<file path="src/rtl/wsuh_pkg.sv">
// shared constants and types for the word stream universal hash core
package wsuh_pkg;

  localparam int unsigned FifoDepthDef = 4;

  localparam logic [63:0] HashMult = 64'hff51afd7ed558ccd;

  // index 0 builds bits 31..0 of the mixed word, index 1 builds bits 63..32
  localparam logic [63:0] MixA [2] = '{64'h68b665e6872bd1f4, 64'h65d200ce55b19ad8};
  localparam logic [63:0] MixB [2] = '{64'hb6cfcf9d79b51db2, 64'h4f2162926e40c299};
  localparam logic [63:0] MixC [2] = '{64'h7a2b92ae912898c2, 64'h162dd799029970f8};

  typedef struct packed {
    logic [63:0] mix;
    logic        upd;
    logic        last;
  } entry_t;

endpackage

</file>
<file path="src/rtl/wsuh_back.sv">
// back end: running hash recurrence and result register
module wsuh_back import wsuh_pkg::*; (
  input  logic        clk_i,
  input  logic        rst_ni,
  input  logic        empty_i,
  input  entry_t      entry_i,
  output logic        pop_o,
  output logic        out_valid_o,
  input  logic        out_ready_i,
  output logic [63:0] hash_value_o
);

  typedef enum logic {StIdle, StMul} state_e;

  state_e      state_q;
  logic [63:0] h_q;
  logic [63:0] p0_q;
  logic [31:0] p1_q;
  logic [31:0] p2_q;
  logic        last_q;
  logic        out_valid_q;
  logic [63:0] out_q;

  logic [63:0] x;
  logic [63:0] h_new;
  logic        out_free;
  logic        load_out;

  assign x        = h_q ^ entry_i.mix;
  assign h_new    = p0_q + {32'(p1_q + p2_q), 32'h0};
  assign out_free = !out_valid_q || out_ready_i;
  assign pop_o    = (state_q == StIdle) && !empty_i
                    && (entry_i.upd || !entry_i.last || out_free);
  assign load_out = (state_q == StIdle) ? (pop_o && !entry_i.upd && entry_i.last)
                                        : (last_q && out_free);

  assign out_valid_o  = out_valid_q;
  assign hash_value_o = out_q;

  always_ff @(posedge clk_i or negedge rst_ni) begin
    if (!rst_ni) begin
      state_q     <= StIdle;
      h_q         <= HashMult;
      p0_q        <= '0;
      p1_q        <= '0;
      p2_q        <= '0;
      last_q      <= 1'b0;
      out_valid_q <= 1'b0;
      out_q       <= '0;
    end else begin
      out_valid_q <= load_out || (out_valid_q && !out_ready_i);
      unique case (state_q)
        StIdle: begin
          if (pop_o) begin
            if (entry_i.upd) begin
              p0_q    <= x[31:0] * HashMult[31:0];
              p1_q    <= 32'(x[31:0] * HashMult[63:32]);
              p2_q    <= 32'(x[63:32] * HashMult[31:0]);
              last_q  <= entry_i.last;
              state_q <= StMul;
            end else if (entry_i.last) begin
              out_q <= h_q;
              h_q   <= HashMult;
            end
          end
        end
        StMul: begin
          if (!last_q) begin
            h_q     <= h_new;
            state_q <= StIdle;
          end else if (out_free) begin
            out_q   <= h_new;
            h_q     <= HashMult;
            state_q <= StIdle;
          end
        end
        default: state_q <= StIdle;
      endcase
    end
  end

endmodule

</file>
<file path="config.mk">
export PLATFORM = sky130hd
export DESIGN_NAME = wsuh_back
export DESIGN_NICKNAME = d
export VERILOG_FILES = /design/src/rtl/wsuh_pkg.sv /design/src/rtl/wsuh_back.sv
export SDC_FILE = /design/constraint.sdc
export NUM_CORES = 2
export LEC_CHECK = 0
export BUFFER_PORTS_ARGS = -buffer_cell sky130_fd_sc_hd__buf_2
export CAP_MARGIN = 20
export CORE_UTILIZATION = 50
export CTS_CLUSTER_SIZE = 40
export DETAILED_ROUTE_END_ITERATION = 8
export GPL_ROUTABILITY_DRIVEN = 0
export MAX_ROUTING_LAYER = met4
export PLACE_DENSITY = 0.66
export SKIP_CTS_REPAIR_TIMING = 1
export SLEW_MARGIN = 10
export SYNTH_ARGS = -nofsm -noshare
export SYNTH_HDL_FRONTEND = slang
export SYNTH_SLANG_ARGS = --single-unit
</file>
<file path="constraint.sdc">
create_clock -name clk_i -period 8.99 [get_ports clk_i]
set_input_delay 0.899 -clock clk_i [delete_from_list [all_inputs] [get_ports clk_i]]
set_output_delay 0.899 -clock clk_i [all_outputs]
set_load 0.02 [all_outputs]
</file>
==> metrics.yaml <==
floorplanning:
  die_h_um: 313
  chipWidth_um: 313
  dieArea_um2: 97800
  core_area_um2: 95300
  io_pins: 136
  start_util: 0.506
  rows: 113
critical_path:
  cp_top_family: "adder cells"
  end_kind: "flip-flop"
  crit_arrival_ns: 8.77
  crit_path_max_incr_delay_ns: 0.66
  path_buf_inv: 4
  worstSetupPathType: "reg -> reg"
  cp_max_fo: 6
  cp.required_ns: 9.46
  cpMostUsedCell: "fa_1"
  critical_path.cell_chain: "xor2_1, inv_1, fa_1, inv_1, fa_1, inv_1, fa_1, fa_1, fa_1, fa_1, inv_1, fa_1, ha_1, ha_1, a21o_1, o21bai_1, a31oi_1, o21ai_0, a31oi_1, o21ai_0, a2111oi_0, a211oi_1, and3_1, a2111o_1"
  crit_slowest_cell: "fa_1"
  cp-start-kind: "flip-flop"
synthesis:
  synth_area_leaders: "fa_1, ha_1, dfrtp_1, inv_1, xnor2_1"
  synth_largest_area_cell: "fa_1"
  yosysSeqAreaShare: 0.135
  avgSynthCellArea_um2: 9.90
  synth_cell_types: 81
  syn_area_um2: 48300
  ys_ff_latch: 258
  synth-edff-count: 0
  synth_common_cells: "inv_1, fa_1, ha_1"
  ys.flop_type: "dfrtp_1"
  synth.net_count: 6526
  synthArstFlopShare: 1.00
  ys_warn_count: 0
  synth_cells: 4874
  synth_top_area_frac: 0.348
  yosys.cell_count.top_type: "inv_1"
sta:
  hold_viol: 0
  max_clock_freq_mhz: 120
  finalSetupViolCount: 0
  rsz0062_at_grt: "no"
  finalSetupTns_ns: 0
  slew_headroom: 0.234
  fin_worst_skew_ns: 0.0147
  post-route-period-util: 0.923
  period_minus_slack_ns: 8.30
  tightest_slew_ns: 1.15
  finalMaxSlewViolations: 0
global_route:
  track_usage: 0.310
  grt_max_degree: 229
  antenna_found_initial: 1
  grt_pass1_wl_mm: 219
  grt_pass1_vias: 36000
  grt_overflow: 0
clock_tree:
  htree_levels: 1
  cts_sinks: 258
  clkLatencyLatePin_ns: 0.59
  cts_buffers: 29
  cts_root_buf: "clkbuf_16"
  cts_tree: "yes"
  path_clk_slew_ns: 0.07
  clockBufferDepth: 3
placement:
  numPortBuffers: 135
  dpl-instance-area_um2: 50900
  dp.cells: 6268
  dpl.hpwl_mm: 126
routing:
  ant_nets: 0
  num_vias: 34700
  drtPass1Iterations: 5
  met1_length_mm: 60.1
  initialDrtViolationCount: 2977
  drt-total-wl_mm: 144
  wl_per_cell_um: 22.8
  met3_length_mm: 12.5
  viasPerCell: 5.49
  drc_errors: 0
  top_layer_used: "met4"
  dr_wl_met2_mm: 65.7
finish:
  final_cells: 6323
  drive_above_1_share: 0.0698
  fillers: 8574
  nets: 6686
  final_cell_area_um2: 51900
  area_growth_pct: 7.53
run:
  drv_cap: 0
outcome:
  status: "completed"
hold_path:
  holdCritPathClass: "in -> async"
-- state kept, by name (all words and copies together), names as in the netlist --
signal	count
out_valid_o	1
last_q	1
p1_q	31
p2_q	32
h_q	64
state_q	1
p0_q	64
hash_value_o	64
-- layer usage --
metal / vias up / track usage
met5: - / -
met2: 1360 / 0.476
li1: 15600 / -
met1: 17400 / 0.408
met4: 0 / 0.105
met3: 295 / 0.0644
-- path summary, 6_finish.rpt --
kind | cells past startpoint | slack (ns) | to | startpoint
max in group asynchronous | 2 | 7.13 | state_q | rst_ni
min | 1 | 0.32 | h_q[9] | rst_ni
max | 24 | 0.69 | p0_q[63] | h_q[8]
min in group clk_i | 2 | 0.47 | hash_value_o[21] | hash_value_o[21]
max reg2reg | 24 | 0.69 | p0_q[63] | h_q[8]
min reg2reg | 2 | 0.47 | hash_value_o[21] | hash_value_o[21]
-- cells by family (layout without fill, tap and decap cells) --
logic type               count (synthesis)  in the layout  share of synthesized area
adder cells (fa/ha/maj)               1582           1582                      0.541
buffers and inverters                 1342           1525                      0.105
AO/OA/AOI/OAI                          721            721                     0.0961
AND/OR/NAND/NOR                        606            606                     0.0558
XOR/XNOR                               305            305                     0.0556
flip-flops                             258            258                      0.135
multiplexers                            60             60                     0.0125
other                                    0              1                          0
-- cells in the final DEF (no fill, tap or decap), types with 87 or more instances in the layout --
master / synthesis / routed
fa_1: 838 / 838
o21ai_0: 225 / 225
a21o_1: 88 / 87
nor2_1: 124 / 124
buf_2: 1 / 134
nand2_1: 309 / 309
dfrtp_1: 217 / 216
xor2_1: 128 / 128
xnor2_1: 176 / 176
ha_1: 744 / 744
a21oi_1: 170 / 169
inv_1: 1249 / 1249
-- area by class of cell --
| cell class | count | area, µm² | area share |
|---|---|---|---|
| Multi-Input combinational cell | 3274 | 36700 | 0.708 |
| Sequential cell | 258 | 6510 | 0.125 |
| Inverter | 1253 | 4700 | 0.0906 |
| Tap cell | 1265 | 1580 | 0.0305 |
| Timing Repair Buffer | 218 | 1330 | 0.0257 |
| Clock buffer | 38 | 810 | 0.0156 |
| Clock inverter | 16 | 213 | 0.00410 |
| Antenna cell | 1 | 2.50 | 0.0000482 |
-- through the flow --
stage | util | hold slack (ns) | setup slack (ns)
floorplan | - | 0.450 | 0.420
global placement | 0.534 | 0.459 | 0.431
detailed placement | 0.534 | 0.465 | 0.372
CTS | 0.544 | 0.325 | 0.864
global route | 0.544 | 0.374 | 0.421
finish | 0.545 | 0.323 | 0.689
Power is not shown: default switching activity piles up to over one toggle a cycle in this logic, so the estimate is an artifact.
