### src/rtl/wsuh_pkg.sv
// shared constants and types for the word stream universal hash core
package wsuh_pkg;

  localparam int unsigned FifoDepthDef = 4;

  localparam logic [63:0] HashMult = 64'hff51afd7ed558ccd;

  // index 0 builds bits 31..0 of the mixed word, index 1 builds bits 63..32
  localparam logic [63:0] MixA [2] = '{64'h68b665e6872bd1f4, 64'h65d200ce55b19ad8};
  localparam logic [63:0] MixB [2] = '{64'hb6cfcf9d79b51db2, 64'h4f2162926e40c299};
  localparam logic [63:0] MixC [2] = '{64'h7a2b92ae912898c2, 64'h162dd799029970f8};

  typedef struct packed {
    logic [63:0] mix;
    logic        upd;
    logic        last;
  } entry_t;

endpackage

### src/rtl/wsuh_fifo.sv
// short queue of mixed words between front and back
module wsuh_fifo import wsuh_pkg::*; #(
  parameter int unsigned Depth = FifoDepthDef
) (
  input  logic   clk_i,
  input  logic   rst_ni,
  input  logic   push_i,
  input  entry_t entry_i,
  output logic   full_o,
  input  logic   pop_i,
  output entry_t entry_o,
  output logic   empty_o
);

  localparam int unsigned AddrW = (Depth > 1) ? $clog2(Depth) : 1;
  localparam int unsigned CntW  = $clog2(Depth + 1);

  entry_t             mem_q [Depth];
  logic [AddrW-1:0]   wr_ptr_q;
  logic [AddrW-1:0]   rd_ptr_q;
  logic [CntW-1:0]    cnt_q;

  assign full_o  = (cnt_q == CntW'(Depth));
  assign empty_o = (cnt_q == '0);
  assign entry_o = mem_q[rd_ptr_q];

  always_ff @(posedge clk_i) begin
    if (push_i) begin
      mem_q[wr_ptr_q] <= entry_i;
    end
  end

  always_ff @(posedge clk_i or negedge rst_ni) begin
    if (!rst_ni) begin
      wr_ptr_q <= '0;
      rd_ptr_q <= '0;
      cnt_q    <= '0;
    end else begin
      if (push_i) begin
        wr_ptr_q <= (wr_ptr_q == AddrW'(Depth - 1)) ? '0 : wr_ptr_q + 1'b1;
      end
      if (pop_i) begin
        rd_ptr_q <= (rd_ptr_q == AddrW'(Depth - 1)) ? '0 : rd_ptr_q + 1'b1;
      end
      if (push_i && !pop_i) begin
        cnt_q <= cnt_q + 1'b1;
      end else if (!push_i && pop_i) begin
        cnt_q <= cnt_q - 1'b1;
      end
    end
  end

endmodule

### config.mk
export PLATFORM = sky130hd
export DESIGN_NAME = wsuh_fifo
export DESIGN_NICKNAME = d
export VERILOG_FILES = /design/src/rtl/wsuh_pkg.sv /design/src/rtl/wsuh_fifo.sv
export SDC_FILE = /design/constraint.sdc
export NUM_CORES = 1
export LEC_CHECK = 0
export ABC_CLOCK_PERIOD_IN_PS = 2850
export BUFFER_PORTS_ARGS = -buffer_cell sky130_fd_sc_hd__buf_2
export CORE_AREA = 2 2 138 140
export CTS_CLUSTER_DIAMETER = 120
export DETAILED_ROUTE_END_ITERATION = 10
export DIE_AREA = 0 0 140 142
export GPL_TIMING_DRIVEN = 0
export PLACE_DENSITY = 0.74
export SYNTH_ARGS = -nofsm -noshare
export SYNTH_HDL_FRONTEND = slang
export SYNTH_SLANG_ARGS = --single-unit
### constraint.sdc
create_clock -name clk_i -period 2.85 [get_ports clk_i]
set_input_delay 0.57 -clock clk_i [delete_from_list [all_inputs] [get_ports clk_i]]
set_output_delay 0.57 -clock clk_i [all_outputs]
set_load 0.03 [all_outputs]
==> results.json <==
{
  "outcome": "complete, but fails checks",
  "violations_in_the_final_reports": "design-rule violations",
  "drt-pass1-iter-count": 9,
  "min_period_ns": 2.736,
  "tritoncts.num_buffers": 27,
  "synth_top_area_cell": "sky130_fd_sc_hd__edfxtp_1",
  "floorplan.die.width_um": 140,
  "route.final.wire_length_um": 17040,
  "longest_clk_path_bufs": 3,
  "netlist_area_sq_um": 9958,
  "min_from": "entry_i[55]",
  "crit_path_cell_trace": "buf_2, buf_2, mux4_2, buf_2",
  "pin_count_of_the_biggest_net_entering_global_routing": 49,
  "slew-limit-headroom_pct": 56.45,
  "worst_r2r_startpoint": "wr_ptr_q[0]",
  "finClkSkew_ns": 0.006377,
  "crit_path_start": "rd_ptr_q[1]",
  "area.growth.synth_to_final_pct": 19.02,
  "routed_via_density": 5.566,
  "yosys.area.top_type_share_pct": 79.61,
  "core-area_sq_um": 18460,
  "worst_slack_ns": 0.1141,
  "cpLargestDelayFamily": "buffers and inverters",
  "dominantRegCellSynth": "sky130_fd_sc_hd__edfxtp_1",
  "worst_ir_drop_vdd_mv": 0.8411,
  "average_wire_per_standard_cell_um": 21.09,
  "crit_type": "register to primary output",
  "cp_num_buf_inv": 3,
  "synth_common_cells": "sky130_fd_sc_hd__edfxtp_1 (264), sky130_fd_sc_hd__mux4_2 (66), sky130_fd_sc_hd__dfrtp_1 (7)",
  "place.gp.congestion": 0.7082,
  "min-delay-path-class": "input port to register",
  "synth_enable_flop_cells": 264,
  "first_pass_grt_wire_length_um": 26220,
  "netlist_instances": 382,
  "internal_power_mw": 8.534,
  "max_freq_mhz": 365.5,
  "synth.yosys.seq_area_share_pct": 81.37,
  "cell_pwr_density_nw_per_um2": 1081,
  "insertion_delay_ns": 0.53,
  "worst_setup_end_kind": "primary output",
  "maxCapViolCount": 0,
  "post_route_worst_hold_slack_ns": 0.2496,
  "slew_viol_final": 0,
  "first_iter_violations": 211,
  "nFillCells": 1215,
  "critical_path.slowest_cell": "sky130_fd_sc_hd__dfrtp_1",
  "setup_viol_count_final": 0,
  "floorplan.initialDensity_pct": 53.96,
  "max_stage_delay_ns": 0.42,
  "dieArea_sq_um": 19880,
  "seq_power_share_pct": 41.2,
  "unrepaired_setup_endpoints_after_global_routing": "no",
  "crit_fanout": 10,
  "design.final.nets": 630,
  "mappedNetlistNets": 459,
  "comb_power_share_pct": 34.5,
  "postCtsSetupBuffers": 0,
  "total_leakage_power_nw": 4.108,
  "max_slew.worst_pin.slew_ns": 0.6532,
  "ys_top_cells_by_area": "sky130_fd_sc_hd__edfxtp_1 (80%), sky130_fd_sc_hd__mux4_2 (15%), sky130_fd_sc_hd__dfrtp_1 (1.8%)",
  "cts_htree_levels": 1,
  "antenna_found_initial": 0,
  "cts_tree": "yes",
  "io-pin-count": 138,
  "io_buffer_count": 137,
  "vias": 4497,
  "synth-seq-cells": 271,
  "root_buffer": "sky130_fd_sc_hd__clkbuf_16",
  "detailedPlace.worstSlack_ns": 0.6045,
  "grt_usage_pct": 17.32,
  "fin_crit_sh_pct": 96.00,
  "crit_path_frequent_cell": "sky130_fd_sc_hd__buf_2",
  "worstPathArrival_ns": 2.17,
  "p_sw_share_pct": 33.43,
  "synth-warning-count": 0,
  "clk_pwr_share_pct": 24.4,
  "diodes": 0,
  "synth-async-reset-ratio_pct": 2.583,
  "required_ns": 2.28,
  "die_y_um": 142,
  "critical_path_source_type": "register",
  "hpwl_um": 10430,
  "grt.overflow.total": 0,
  "detail_route.drc_violations": 13,
  "final_layout_size_suffix_gt1_share_pct": 45.99,
  "via_count_of_the_first_global_routing_pass": 4814,
  "worst_setup_hold_path_clk_slew_ns": 0.06,
  "ant_nets": 0,
  "synth.lib_cells_used.distinct": 20,
  "tritoncts_num_sinks": 271,
  "synth.avg_cell_area_sq_um": 26.07,
  "rows": 50,
  "finalHoldViolations": 0,
  "switching_power_mw": 4.285,
  "yosysMostFrequentCell": "sky130_fd_sc_hd__edfxtp_1"
}
==> metal layers <==
metal  GRT usage, %  up-vias  routed length (um)
li1               -     1980                   -
met1          22.76     2351                7027
met2          29.95      135                8488
met3          3.802       31                1165
met4          4.625        0                 362
met5              0        -                   0
==> power by group through the flow <==
stage | sequential, mW | clock [mW] | combinational (mW)
floorplan | 5.34 | 0 | 3.27
global placement | 5.40 | 0 | 4.36
detailed placement | 5.36 | 0 | 4.50
CTS | 5.28 | 3.19 | 4.51
global route | 5.33 | 3.34 | 4.70
finish | 5.28 | 3.13 | 4.42
==> registers in the layout (all words and copies together), names as in the netlist <==
signal and count:
mem_q 264, cnt_q 3, rd_ptr_q 2, wr_ptr_q 2
==> through the flow <==
stage	cell area (sq um)	TNS, ns	total power, mW	util (%)	cells
3_3_place_gp	10940	-274.05	9.753	59.26	753
2_1_floorplan	9958	0	8.609	-	382
3_5_place_dp	11060	0	9.867	59.91	757
5_1_grt	11850	0	13.37	64.22	808
6_report	11850	0	12.82	64.22	808
4_1_cts	11850	0	12.99	64.21	808
==> placed cells by master, fill, tap and decap left out <==
cell                            Yosys  final
sky130_fd_sc_hd__nand2_1            2      2
sky130_fd_sc_hd__ha_1               6      6
sky130_fd_sc_hd__fa_1               1      1
sky130_fd_sc_hd__o21ai_0            2      2
sky130_fd_sc_hd__buf_1              3      3
sky130_fd_sc_hd__mux2_2             3      3
sky130_fd_sc_hd__xor2_1             2      2
sky130_fd_sc_hd__clkinv_4           0      1
sky130_fd_sc_hd__clkbuf_4           0      1
sky130_fd_sc_hd__xnor2_1            1      1
sky130_fd_sc_hd__buf_2              4    140
sky130_fd_sc_hd__clkinv_1           0      9
sky130_fd_sc_hd__inv_1              4      4
sky130_fd_sc_hd__nor2_1             3      3
sky130_fd_sc_hd__and2_4             0      4
sky130_fd_sc_hd__clkbuf_16          0     27
sky130_fd_sc_hd__nor3b_1            1      1
sky130_fd_sc_hd__mux4_2            66     66
sky130_fd_sc_hd__buf_6              1      1
sky130_fd_sc_hd__dfrtp_1            7      7
sky130_fd_sc_hd__clkinv_2           0      9
sky130_fd_sc_hd__nor3_1             1      1
sky130_fd_sc_hd__dlygate4sd3_1      0      1
sky130_fd_sc_hd__clkbuf_1           0      3
sky130_fd_sc_hd__buf_4              4      4
sky130_fd_sc_hd__inv_6              0      1
sky130_fd_sc_hd__buf_16             0      4
sky130_fd_sc_hd__edfxtp_1         264    264
sky130_fd_sc_hd__buf_12             3      3
==> final cells by class <==
| cell class | instances | area [sq um] | area share (%) |
|---|---|---|---|
| clock buffer | 30 | 686.9 | 5.795 |
| buffer | 15 | 135.1 | 1.140 |
| timing repair buffer | 142 | 805.8 | 6.798 |
| sequential | 271 | 8103 | 68.36 |
| clock inverter | 20 | 96.34 | 0.8128 |
| tap | 234 | 292.8 | 2.470 |
| multi-input combinational | 92 | 1718 | 14.49 |
| inverter | 4 | 15.01 | 0.1267 |
==> path summary, 6_finish.rpt <==
| check | endpoint | slack [ns] | cells past startpoint |
|---|---|---|---|
| max | entry_o[29] | 0.11 | 4 |
| min | mem_q[0][55] | 0.25 | 1 |
| max reg2reg | mem_q[2][8] | 1.11 | 4 |
| min reg2reg | cnt_q[2] | 0.52 | 1 |
| max in group asynchronous | rd_ptr_q[1] | 2.29 | 2 |
| min in group asynchronous | cnt_q[0] | 0.40 | 2 |
==> cell families (layout without fill, tap and decap cells) <==
family                     count (synthesis)  in the layout  share of synthesized area, %
DFF                                      271            271                         81.37
muxes                                     69             69                         15.27
buffers and inverters                     19            211                         1.483
and+or+nand+nor                           11             11                        0.5654
adders and majority gates                  7              7                        0.9549
xor gates and xnor gates                   3              3                        0.2639
AOI/OAI and AO/OA                          2              2                        0.1005
==> what timing repair did <==
action	CTS	global route
gates resized for setup	0	1
hold endpoints to repair	7	0
hold buffers	1	0
endpoints found under the setup margin	0	6
No activity file was read; power rests on OpenSTA's default activity.
